[src/sv/rrtss_pkg.sv]
// rrtss_pkg: request codes and transfer payload types for the round robin
// task slot scheduler. No dependencies.
`default_nettype none

package rrtss_pkg;

    // request codes
    localparam logic [1:0] REQ_CREATE  = 2'd0;
    localparam logic [1:0] REQ_YIELD   = 2'd1;
    localparam logic [1:0] REQ_DESTROY = 2'd2;

    // fixed field widths
    localparam int unsigned ADDR_W = 32;
    localparam int unsigned SLOT_W = 4;

    typedef struct packed {
        logic [1:0]        req_type;
        logic [ADDR_W-1:0] entry_address;
        logic [ADDR_W-1:0] stack_address;
        logic [SLOT_W-1:0] target_slot;
    } req_item_t;

    typedef struct packed {
        logic              create_ok;
        logic [SLOT_W-1:0] created_slot;
        logic              current_valid;
        logic [SLOT_W-1:0] current_slot;
        logic [ADDR_W-1:0] current_entry;
        logic [ADDR_W-1:0] current_stack;
    } rsp_item_t;

endpackage

`default_nettype wire

[src/sv/rrtss_ram.sv]
// rrtss_ram: generic single write port, single read port RAM with registered
// read data. Standalone, no package dependency.
`default_nettype none

module rrtss_ram #(
    parameter int unsigned WIDTH = 64,
    parameter int unsigned DEPTH = 16
) (
    input  wire logic                     clk,
    input  wire logic                     wr_en,
    input  wire logic [$clog2(DEPTH)-1:0] wr_addr,
    input  wire logic [WIDTH-1:0]         wr_data,
    input  wire logic                     rd_en,
    input  wire logic [$clog2(DEPTH)-1:0] rd_addr,
    output logic      [WIDTH-1:0]         rd_data
);

    logic [WIDTH-1:0] mem_reg [DEPTH];
    logic [WIDTH-1:0] rd_data_reg;

    // write port
    always_ff @(posedge clk)
    begin
        if (wr_en)
        begin
            mem_reg[wr_addr] <= wr_data;
        end
    end

    // registered read, held while not enabled
    always_ff @(posedge clk)
    begin
        if (rd_en)
        begin
            rd_data_reg <= mem_reg[rd_addr];
        end
    end

    assign rd_data = rd_data_reg;

endmodule

`default_nettype wire

[src/sv/round_robin_task_slot_scheduler_core.sv]
// Round robin task slot scheduler: slot table, scan sequencer and output register.
// Create and yield probe one slot per cycle, then read the RAM, then load the output
// register, waiting while it is held; destroy of a slot that is not current and
// unknown requests skip the probing. One item at a time; the length of the slot scan
// over the used marks decides how long a request takes. Reset clears all used marks and
// the current task at once; no clearing pass. Uses rrtss_pkg and rrtss_ram.
`default_nettype none

module round_robin_task_slot_scheduler_core
    import rrtss_pkg::*;
#(
    parameter int unsigned SLOT_COUNT = 16
) (
    input  wire logic      clk,
    input  wire logic      rst_n,
    input  wire logic      req_valid,
    output logic           req_ready,
    input  wire req_item_t req_data,
    output logic           rsp_valid,
    input  wire logic      rsp_ready,
    output rsp_item_t      rsp_data
);

    localparam int unsigned IW = $clog2(SLOT_COUNT);
    localparam logic [IW-1:0] LAST_SLOT = IW'(SLOT_COUNT - 1);

    // sequencer states
    localparam logic [2:0] ST_IDLE      = 3'd0;
    localparam logic [2:0] ST_FIND_FREE = 3'd1;
    localparam logic [2:0] ST_FIND_USED = 3'd2;
    localparam logic [2:0] ST_READ      = 3'd3;
    localparam logic [2:0] ST_RESP      = 3'd4;

    logic [2:0]            state_reg, state_next;
    logic [SLOT_COUNT-1:0] used_reg, used_next;
    logic [IW-1:0]         cur_reg, cur_next;
    logic                  has_reg, has_next;
    logic [IW-1:0]         probe_reg, probe_next;
    logic [IW-1:0]         count_reg, count_next;
    logic                  ok_reg, ok_next;
    logic [IW-1:0]         made_reg, made_next;
    logic [ADDR_W-1:0]     entry_reg, stack_reg;
    logic                  rsp_valid_reg, rsp_valid_next;
    rsp_item_t             rsp_data_reg, rsp_data_next;

    logic                  req_fire;
    logic                  probe_used;
    logic [IW-1:0]         probe_inc;
    logic [IW-1:0]         cur_inc;
    logic [IW-1:0]         target_idx;
    logic                  target_in_range;
    logic                  ram_wr_en;
    logic                  ram_rd_en;
    logic [2*ADDR_W-1:0]   ram_rd_data;

    assign req_ready = (state_reg == ST_IDLE);
    assign req_fire  = req_valid && req_ready;

    // wrapping increments for the round robin probe
    assign probe_inc  = (probe_reg == LAST_SLOT) ? '0 : probe_reg + IW'(1);
    assign cur_inc    = (cur_reg == LAST_SLOT) ? '0 : cur_reg + IW'(1);
    assign probe_used = used_reg[probe_reg];

    assign target_idx      = IW'(req_data.target_slot);
    assign target_in_range = (32'(req_data.target_slot) < 32'(SLOT_COUNT));

    // sequencer and slot bookkeeping
    always_comb
    begin
        state_next     = state_reg;
        used_next      = used_reg;
        cur_next       = cur_reg;
        has_next       = has_reg;
        probe_next     = probe_reg;
        count_next     = count_reg;
        ok_next        = ok_reg;
        made_next      = made_reg;
        rsp_valid_next = rsp_valid_reg;
        rsp_data_next  = rsp_data_reg;
        ram_wr_en      = 1'b0;
        ram_rd_en      = 1'b0;

        // result leaves on transfer
        if (rsp_valid_reg && rsp_ready)
        begin
            rsp_valid_next = 1'b0;
        end

        unique case (state_reg)
            ST_IDLE:
            begin
                if (req_fire)
                begin
                    ok_next    = 1'b0;
                    made_next  = '0;
                    count_next = '0;
                    state_next = ST_READ;
                    case (req_data.req_type)
                        REQ_CREATE:
                        begin
                            probe_next = '0;
                            state_next = ST_FIND_FREE;
                        end
                        REQ_YIELD:
                        begin
                            probe_next = cur_inc;
                            state_next = ST_FIND_USED;
                        end
                        REQ_DESTROY:
                        begin
                            // stored entry and stack need no clearing: only used slots are read
                            if (target_in_range)
                            begin
                                used_next[target_idx] = 1'b0;
                                if (has_reg && (cur_reg == target_idx))
                                begin
                                    probe_next = cur_inc;
                                    state_next = ST_FIND_USED;
                                end
                            end
                        end
                        default:
                        begin
                            state_next = ST_READ;
                        end
                    endcase
                end
            end
            ST_FIND_FREE:
            begin
                // lowest free slot, one probe per cycle
                if (!probe_used)
                begin
                    used_next[probe_reg] = 1'b1;
                    ram_wr_en            = 1'b1;
                    ok_next              = 1'b1;
                    made_next            = probe_reg;
                    if (!has_reg)
                    begin
                        cur_next = probe_reg;
                        has_next = 1'b1;
                    end
                    state_next = ST_READ;
                end
                else if (count_reg == LAST_SLOT)
                begin
                    state_next = ST_READ;
                end
                else
                begin
                    probe_next = probe_inc;
                    count_next = count_reg + IW'(1);
                end
            end
            ST_FIND_USED:
            begin
                // next used slot after the current one, current checked last
                if (probe_used)
                begin
                    cur_next   = probe_reg;
                    has_next   = 1'b1;
                    state_next = ST_READ;
                end
                else if (count_reg == LAST_SLOT)
                begin
                    has_next   = 1'b0;
                    state_next = ST_READ;
                end
                else
                begin
                    probe_next = probe_inc;
                    count_next = count_reg + IW'(1);
                end
            end
            ST_READ:
            begin
                ram_rd_en  = 1'b1;
                state_next = ST_RESP;
            end
            ST_RESP:
            begin
                // load the output register once it is free
                if (!rsp_valid_reg || rsp_ready)
                begin
                    rsp_valid_next             = 1'b1;
                    rsp_data_next.create_ok    = ok_reg;
                    rsp_data_next.created_slot = SLOT_W'(made_reg);
                    rsp_data_next.current_valid = has_reg;
                    if (has_reg)
                    begin
                        rsp_data_next.current_slot  = SLOT_W'(cur_reg);
                        rsp_data_next.current_entry = ram_rd_data[2*ADDR_W-1:ADDR_W];
                        rsp_data_next.current_stack = ram_rd_data[ADDR_W-1:0];
                    end
                    else
                    begin
                        rsp_data_next.current_slot  = '0;
                        rsp_data_next.current_entry = '0;
                        rsp_data_next.current_stack = '0;
                    end
                    state_next = ST_IDLE;
                end
            end
            default:
            begin
                state_next = ST_IDLE;
            end
        endcase
    end

    // control state
    always_ff @(posedge clk or negedge rst_n)
    begin
        if (!rst_n)
        begin
            state_reg     <= ST_IDLE;
            used_reg      <= '0;
            cur_reg       <= '0;
            has_reg       <= 1'b0;
            rsp_valid_reg <= 1'b0;
        end
        else
        begin
            state_reg     <= state_next;
            used_reg      <= used_next;
            cur_reg       <= cur_next;
            has_reg       <= has_next;
            rsp_valid_reg <= rsp_valid_next;
        end
    end

    // working and payload registers
    always_ff @(posedge clk)
    begin
        probe_reg    <= probe_next;
        count_reg    <= count_next;
        ok_reg       <= ok_next;
        made_reg     <= made_next;
        rsp_data_reg <= rsp_data_next;
        if (req_fire)
        begin
            entry_reg <= req_data.entry_address;
            stack_reg <= req_data.stack_address;
        end
    end

    // entry and stack table
    rrtss_ram #(
        .WIDTH (2 * ADDR_W),
        .DEPTH (SLOT_COUNT)
    ) u_slot_ram (
        .clk     (clk),
        .wr_en   (ram_wr_en),
        .wr_addr (probe_reg),
        .wr_data ({entry_reg, stack_reg}),
        .rd_en   (ram_rd_en),
        .rd_addr (cur_reg),
        .rd_data (ram_rd_data)
    );

    assign rsp_valid = rsp_valid_reg;
    assign rsp_data  = rsp_data_reg;

endmodule

`default_nettype wire
[config.mk]
export PLATFORM = sky130hd
export DESIGN_NAME = round_robin_task_slot_scheduler_core
export DESIGN_NICKNAME = d
export VERILOG_FILES = /design/src/sv/rrtss_pkg.sv /design/src/sv/rrtss_ram.sv /design/src/sv/round_robin_task_slot_scheduler_core.sv
export SDC_FILE = /design/constraint.sdc
export NUM_CORES = 1
export LEC_CHECK = 0
export ABC_AREA = 0
export BUFFER_PORTS_ARGS = -buffer_cell sky130_fd_sc_hd__buf_2
export CORE_MARGIN = 1.5
export CORE_UTILIZATION = 30
export DETAILED_ROUTE_END_ITERATION = 10
export GPL_TIMING_DRIVEN = 0
export PLACE_DENSITY_LB_ADDON = 0.12
export SYNTH_ARGS = -nofsm -noshare
export SYNTH_HDL_FRONTEND = slang
export SYNTH_SLANG_ARGS = --single-unit
[constraint.sdc]
create_clock -name clk -period 4.8 [get_ports clk]
set_input_delay 0.48 -clock clk [delete_from_list [all_inputs] [get_ports clk]]
set_output_delay 0.48 -clock clk [all_outputs]
set_load 0.02 [all_outputs]
==> results of run 1 <==
## layout make-up
type	instances	area share, %
Clock inverter	86	1.45
Sequential cell	1264	66.3
Timing Repair Buffer	235	3.35
Antenna cell	2	0.00877
Clock buffer	183	6.72
Inverter	6	0.0394
Multi-Input combinational cell	1017	16.7
Tap cell	2072	4.54
Buffer	125	0.936
## cells by family (layout without fill, tap and decap cells)
family                   after synthesis  count (layout)
AO/OA/AOI/OAI                        368             368
XOR/XNOR                               8               8
adder cells (fa/ha/maj)               10              10
buffers and inverters                131             635
flip-flops                          1264            1264
multiplexers                         398             398
other                                  0               2
AND/OR/NAND/NOR                      233             233
## critical path: stages, from the launching register on
cell and delay, ps:
dfrtp_1 320, clkbuf_1 880, nor2b_1 250, clkbuf_1 990, clkbuf_1 720, a221oi_1 240
a22oi_1 240, nand2_1 220
## final timing paths
kind	cells after the start	startpoint	slack, ps	end
min in group asynchronous	2	rst_n	270	cur_reg[1]$_DFFE_PN0P_
max in group asynchronous	2	rst_n	4100	used_reg[15]$_DFFE_PN0P_
worst max register to register	7	cur_reg[2]$_DFFE_PN0P_	590	u_slot_ram.rd_data[58]$_DFFE_PP_
worst min register to register	0	made_reg[2]$_SDFFCE_PN0P_	430	rsp_data[71]$_DFFE_PP_
worst max-delay path	7	cur_reg[2]$_DFFE_PN0P_	590	u_slot_ram.rd_data[58]$_DFFE_PP_
worst min-delay path	4	req_data[3]	140	used_reg[12]$_DFFE_PN0P_
## metrics by stage
| step | hold slack [ps] | setup TNS (ps) |
|---|---|---|
| 5_1_grt | 116 | 0 |
| 4_1_cts | 64.4 | 0 |
| 6_report | 141 | 0 |
| 3_5_place_dp | 412 | 0 |
| 3_3_place_gp | 406 | -1102500 |
| 2_1_floorplan | 184 | 0 |
## per-layer routing
metal | vias to the layer above | share of wire (%) | global-route usage [%]
met5 | - | 0 | 0
met4 | 0 | 2.2 | 4.60
met3 | 181 | 4.3 | 2.75
met2 | 568 | 48 | 26.2
met1 | 12700 | 45 | 21.3
li1 | 10600 | - | -
## placed cells by master (no fill, tap or decap), types with 3 or more instances in the layout
| master | n |
|---|---|
| xnor2_1 | 6 |
| dfrtp_1 | 25 |
| clkbuf_1 | 111 |
| inv_1 | 6 |
| o211ai_1 | 5 |
| clkbuf_16 | 148 |
| a22oi_1 | 66 |
| mux2i_1 | 195 |
| mux2_2 | 68 |
| nor3b_1 | 4 |
| or2_2 | 3 |
| mux4_2 | 132 |
| o21ai_0 | 152 |
| nor2b_1 | 4 |
| clkinv_8 | 4 |
| buf_1 | 17 |
| nand2b_1 | 18 |
| buf_4 | 3 |
| a221oi_1 | 64 |
| buf_12 | 6 |
| buf_16 | 14 |
| edfxtp_1 | 1239 |
| clkinv_2 | 33 |
| and2_1 | 71 |
| and3_4 | 5 |
| a21oi_1 | 70 |
| inv_6 | 8 |
| ha_1 | 10 |
| buf_2 | 173 |
| o21bai_1 | 3 |
| clkinv_1 | 25 |
| and2_4 | 13 |
| bufinv_16 | 13 |
| nor2_1 | 12 |
| dlygate4sd3_1 | 66 |
| nand3_1 | 8 |
| nor3_1 | 5 |
| nand2_1 | 77 |
## synthesized netlist by cell type (24+ instances only)
| cell type | number |
|---|---|
| edfxtp_1 | 1239 |
| a221oi_1 | 64 |
| o21ai_0 | 152 |
| nand2_1 | 77 |
| buf_2 | 24 |
| mux4_2 | 132 |
| dfrtp_1 | 25 |
| and2_1 | 84 |
| a22oi_1 | 66 |
| mux2i_1 | 195 |
| mux2_2 | 68 |
| clkbuf_1 | 77 |
| a21oi_1 | 70 |
## power by group through the flow
stage | sequential [mW] | clock (mW) | combinational, mW
6_report | 14.7 | 10.8 | 7.08
3_5_place_dp | 14.9 | 0 | 7.24
2_1_floorplan | 14.8 | 0 | 4.22
5_1_grt | 14.8 | 11.5 | 7.72
3_3_place_gp | 15.0 | 0 | 6.97
4_1_cts | 14.7 | 11.1 | 7.30
==> impl_results.md, run 1 <==
- PortBufs: 149
- Synthesized Nets: 2496
- RSZ-0062 raised after global routing: false
- Place WS: 429 ps
- Sink Count: 1264
- Post-Layout Cell Count: 4990
- Worst Tran Pin Value: 1330 ps
- Nets@finish: 2878
- Share of synthesized registers carrying an async set or reset: 1.98%
- Largest family of logic cells by synthesized area: multiplexers
- IO Count: 150
- Area leader, netlist: edfxtp_1
- EDFF count, synth: 1239
- Detail Route Antenna Nets: 0
- Fin crit period: 4210 ps
- Pwr Total: 32.6 mW
- Iteration-0 DRC Markers: 1817
- Post-Layout Inst Area: 57100 um2
- Clk root buf: clkbuf_16
- Status: finished, final reports clean
- Final WS setup: 590 ps
- Crit path max fanout: 10
- Util after Layout: 36.1%
- Max Cap Violations: 0
- Post-synthesis sequential area ratio: 79.0%
- Syn Area/Cell: 19.8 um2
- CP Class: reg -> reg
- Via density per instance: 4.82
- Syn Inst Count: 2412
- Warnings, synthesis: 0
- Nature of the critical path startpoint: register
- Antenna violations before repair: 9
- Drt first pass iters: 5
- Hold Path Class: in -> reg
- Row cnt: 146
- First-pass GRT wire length: 183000 um
- Endpoints failing hold: 0
- Largest cells by area after synthesis: edfxtp_1 78%, mux4_2 6.2%, mux2i_1 4.1%
- Synthesized flop and latch total: 1264
- Internal power: 22.9 mW
- P&R area growth vs syn: 19.3%
- Sequential share of power: 45.0%
- Crit path arrival time: 4660 ps
- Post-Synth XOR/XNOR Area: 0.146%
- Clk_lat worst skew: 770 ps
- Wire length per cell: 25.7 um
- Synthesized-area fraction occupied by adder cells: 0.261%
- Placed cell count: 4653
- Initial Util: 30.2%
- # setup viols final: 0
- Peak VDD IR: 443 uV
- # resized after CTS: 0
- Combinational cell fraction of total power: 21.8%
- CP endpoint kind: register
- NetSw: 9.71 mW
- Hold-fix buffers, CTS: 66
- Final Max Tran Viols: 0
- Max frequency: 238 MHz
- GPL Wtd Cong: 0.720
- Post-Syn Area: 47900 um2
- TritonCTS clock tree: yes
- Footprint of the multi-input gates: 9540 um2
- All-layer global routing usage: 15.8%
- WP data required: 5250 ps
- # Post-CTS Setup Buffers: 0
- Detail Placement HPWL: 79100 um
- Mux contribution to synthesized area: 12.0%
- Final setup skew: 23.9 ps
- Clock slew at reported path FFs: 60 ps
- Vias in the first global route: 25.6k
- Yosys cell types: 50
- Power per standard cell area: 570 nW/um2
- Complex-gate fraction of the synthesized area: 4.80%
- Leak Pwr: 18.1 nW
- Fillers: 14.7k
- Die width: 402 um
- Vias: 24.1k
- Core area: 158000 um2
- Layout cells sized above 1: 21.9%
- Die Ht: 402 um
- Cts bufs inserted: 145
- Clk buf depth: 3
- WL final: 128000 um
- Max_slew headroom: 11.4%
- Simple logic cell fraction of the synthesized area: 2.60%
- Ys flop type: edfxtp_1
- Proportion of netlist area held by the largest area contributor: 77.7%
- Switching share of power: 29.8%
- Max reg flops: 1024
- Die ar.: 162000 um2
- Drt drc: 0
- Total grt overflow: 0
- Clock network power share: 33.2%
- Largest net degree at the start of global routing: 40
- Register area: 37800 um2
- Area after DPL: 51800 um2
- H-tree depth: 4
- Fin crit share: 87.7%
Note: power is estimated with default switching activity, not from simulation.
==> run 2, diff against run 1 <==
--- a/config.mk
+++ b/config.mk
@@ -5,12 +5,11 @@
 export SDC_FILE = /design/constraint.sdc
 export NUM_CORES = 1
 export LEC_CHECK = 0
-export ABC_AREA = 0
+export ABC_AREA = 1
 export BUFFER_PORTS_ARGS = -buffer_cell sky130_fd_sc_hd__buf_2
 export CORE_MARGIN = 1.5
-export CORE_UTILIZATION = 30
+export CORE_UTILIZATION = 40
 export DETAILED_ROUTE_END_ITERATION = 10
-export GPL_TIMING_DRIVEN = 0
 export PLACE_DENSITY_LB_ADDON = 0.12
 export SYNTH_ARGS = -nofsm -noshare
 export SYNTH_HDL_FRONTEND = slang
==> impl_results.md, run 2 <==
- Status: finished, final reports clean
- Hold Path Class: in -> reg
- # Post-CTS Setup Buffers: 0 (unchanged)
- All-layer global routing usage: 20.4% (+4.5 points)
- Clk root buf: clkbuf_16
- Crit path max fanout: 19 (+9)
- Clk_lat worst skew: 760 ps (about the same)
- GPL Wtd Cong: 0.832 (+15%)
- Post-Syn Area: 48700 um2 (+1.8%)
- Detail Route Antenna Nets: 0 (unchanged)
- Initial Util: 40.5% (+10 points)
- Die width: 352 um (-13%)
- Via density per instance: 5.34 (+11%)
- Wire length per cell: 23.4 um (-8.8%)
- Synthesized Nets: 3593 (+44%)
- Crit path arrival time: 3780 ps (-880 ps)
- RSZ-0062 raised after global routing: false
- Iteration-0 DRC Markers: 2200 (+21%)
- Drt first pass iters: 5 (unchanged)
- CP Class: reg -> reg
- Worst R2R Path Depth: 10 (+3)
- Max Cap Violations: 0 (unchanged)
- Internal power: 21.7 mW (-5.1%)
- Post-synthesis sequential area ratio: 77.6% (-1.4 points)
- Post-Layout Inst Area: 56200 um2 (-1.6%)
- Total grt overflow: 0 (unchanged)
- Clock network power share: 31.2% (-2.0 points)
- Syn Inst Count: 3509 (+45%)
- CP endpoint kind: register
- Core area: 120000 um2 (-24%)
- Switching share of power: 33.4% (+3.6 points)
- Endpoints failing hold: 0 (unchanged)
- Max frequency: 297 MHz (+25%)
- Worst R2R Setup Slack: 1440 ps (+850 ps)
- Mux contribution to synthesized area: 0% (-12 points)
- Largest cells by area after synthesis: edfxtp_1 76%, nand2_1 4.8%, o21ai_0 2.9%
- CP startpoint: probe_reg[0]$_DFFE_PP_
- Warnings, synthesis: 0 (unchanged)
- Detail Placement HPWL: 65800 um (-17%)
- Drt drc: 0 (unchanged)
- Fin crit share: 70.0% (-18 points)
- Cts bufs inserted: 138 (-4.8%)
- Leading cell types by count after synthesis: 1239 x edfxtp_1, 622 x nand2_1, 285 x o21ai_0
- Largest family of logic cells by synthesized area: simple AND/OR/NAND/NOR gates
- Die Ht: 352 um (-13%)
- Sequential share of power: 45.1% (about the same)
- Combinational cell fraction of total power: 23.8% (+2.0 points)
- Worst hold slack: 302 ps (+161 ps)
- Synthesized flop and latch total: 1264 (unchanged)
- Max reg flops: 1024 (unchanged)
- Sink Count: 1264 (unchanged)
- Most common cell in the netlist: edfxtp_1
- Worst Tran Pin Value: 1090 ps (-234 ps)
- # setup viols final: 0 (unchanged)
- Simple logic cell fraction of the synthesized area: 9.55% (+6.9 points)
- Row cnt: 127 (-13%)
- EDFF count, synth: 1239 (unchanged)
- Antenna violations before repair: 0 (-9)
- Pwr Total: 32.6 mW (about the same)
- Post-Synth XOR/XNOR Area: 0.0898% (-0.057 points)
- Proportion of netlist area held by the largest area contributor: 76.3% (-1.4 points)
- Peak VDD IR: 395 uV (-11%)
- WP data required: 5220 ps (-30 ps)
- Synthesized-area fraction occupied by adder cells: 0.257% (-0.0047 points)
- PortBufs: 149 (unchanged)
- Clk buf depth: 3 (unchanged)
- Ys flop type: edfxtp_1
- Syn Area/Cell: 13.9 um2 (-30%)
- First-pass GRT wire length: 190000 um (+4.0%)
- Commonest cells after routing, fill and taps aside: 1239 x edfxtp_1, 621 x nand2_1, 285 x o21ai_0
- Worst reg2reg endpoint: u_slot_ram.mem_reg[8][6]$_DFFE_PP_
- Commonest non-fill, non-tap cell in the layout: edfxtp_1
- Nature of the critical path startpoint: register
- Area after DPL: 51200 um2 (-1.0%)
- WL final: 127000 um (-0.99%)
- Power per standard cell area: 580 nW/um2 (+1.6%)
- Place WS: 1390 ps (+959 ps)
- Leak Pwr: 19.4 nW (+7.2%)
- Area leader, netlist: edfxtp_1
- FF-to-FF Start: probe_reg[0]$_DFFE_PP_
- Layout cells sized above 1: 12.5% (-9.5 points)
- TritonCTS clock tree: yes
- Die ar.: 124000 um2 (-23%)
- Clock slew at reported path FFs: 60 ps (about the same)
- Share of synthesized registers carrying an async set or reset: 1.98% (unchanged)
- Fin crit period: 3360 ps (-849 ps)
- Complex-gate fraction of the synthesized area: 9.16% (+4.4 points)
- Final setup skew: 39.2 ps (+15.4 ps)
- H-tree depth: 4 (unchanged)
- Final Max Tran Viols: 0 (unchanged)
- Max_slew headroom: 27.0% (+16 points)
- Yosys cell types: 39 (-22%)
- Vias in the first global route: 28.8k (+12%)
- Largest net degree at the start of global routing: 237 (+490%)
- Vias: 28.9k (+20%)
- Setup crit end: u_slot_ram.mem_reg[8][6]$_DFFE_PP_
- IO Count: 150 (unchanged)
- Nets@finish: 3786 (+32%)
- NetSw: 10.9 mW (+12%)
- Final WS setup: 1440 ps (+849 ps)
- P&R area growth vs syn: 15.3%
[run 2: layout make-up]
cell class	count	area [um2]
fillers	10700	64200
inverters	129	513
diodes	1	2.50
flip-flops and latches	1264	37900
multi-input cells	1895	9430
clock inverters	75	699
repair buffers	274	2100
well taps	1612	2020
clock buffers	167	3590
[run 2: metal layers]
metal | share of wire (%) | vias up | track usage [%]
li1 | - | 13400 | -
met1 | 45 | 14700 | 28.3
met2 | 49 | 707 | 33.8
met3 | 4.2 | 161 | 2.79
met4 | 1.8 | 0 | 5.15
met5 | 0 | - | 0
[run 2: timing repair]
action / 4_1_cts / 5_1_grt
resized for setup: 0 / 0
hold buffers: 66 / 0
endpoints found under the hold margin: 90 / 0
[run 2: cells by family (layout without fill, tap and decap cells)]
| group | count (synthesis) | after routing |
|---|---|---|
| AO/OA/AOI/OAI | 747 | 747 |
| XOR/XNOR | 5 | 5 |
| adder cells (fa/ha/maj) | 10 | 10 |
| buffers and inverters | 350 | 645 |
| flip-flops | 1264 | 1264 |
| other | 0 | 1 |
| AND/OR/NAND/NOR | 1133 | 1133 |
[run 2: worst min-delay path by stage]
stage	to	slack, ps	cells past startpoint	startpoint
finish	state_reg[1]$_DFFE_PN0P_	300	5	req_valid
global route	state_reg[1]$_DFFE_PN0P_	330	5	req_valid
CTS	state_reg[1]$_DFFE_PN0P_	270	5	req_valid
detailed placement	rsp_data[72]$_DFFE_PP_	400	0	made_reg[3]$_SDFFCE_PN0P_
global placement	rsp_data[72]$_DFFE_PP_	400	0	made_reg[3]$_SDFFCE_PN0P_
floorplan	cur_reg[0]$_DFFE_PN0P_	180	0	rst_n
[run 2: through the flow]
stage	TNS, ps	utilization [%]	cells
final	0	46.7	5417
after global routing	0	46.7	5416
after CTS	0	46.7	5416
after detailed placement	0	42.5	5108
after global placement	0	42.5	5108
after floorplan	-338850	-	3509
[run 2: power groups by stage]
stage | Clock (mW) | Combinational [mW] | Sequential (mW)
6_report | 10.2 | 7.74 | 14.7
5_1_grt | 10.8 | 8.64 | 14.8
4_1_cts | 10.4 | 7.87 | 14.7
3_5_place_dp | 0 | 7.80 | 14.9
3_3_place_gp | 0 | 7.81 | 14.9
2_1_floorplan | 0 | 5.31 | 14.5
[run 2: worst max-delay path, cell delays in order, from the launching register on]
cell,delay [ps]
edfxtp_1,570
inv_1,370
nand2_1,90
nand3_1,90
nand2_1,60
nand2_1,70
nand2_1,110
nor2_4,170
nand2_4,260
nor2_4,790
buf_4,400
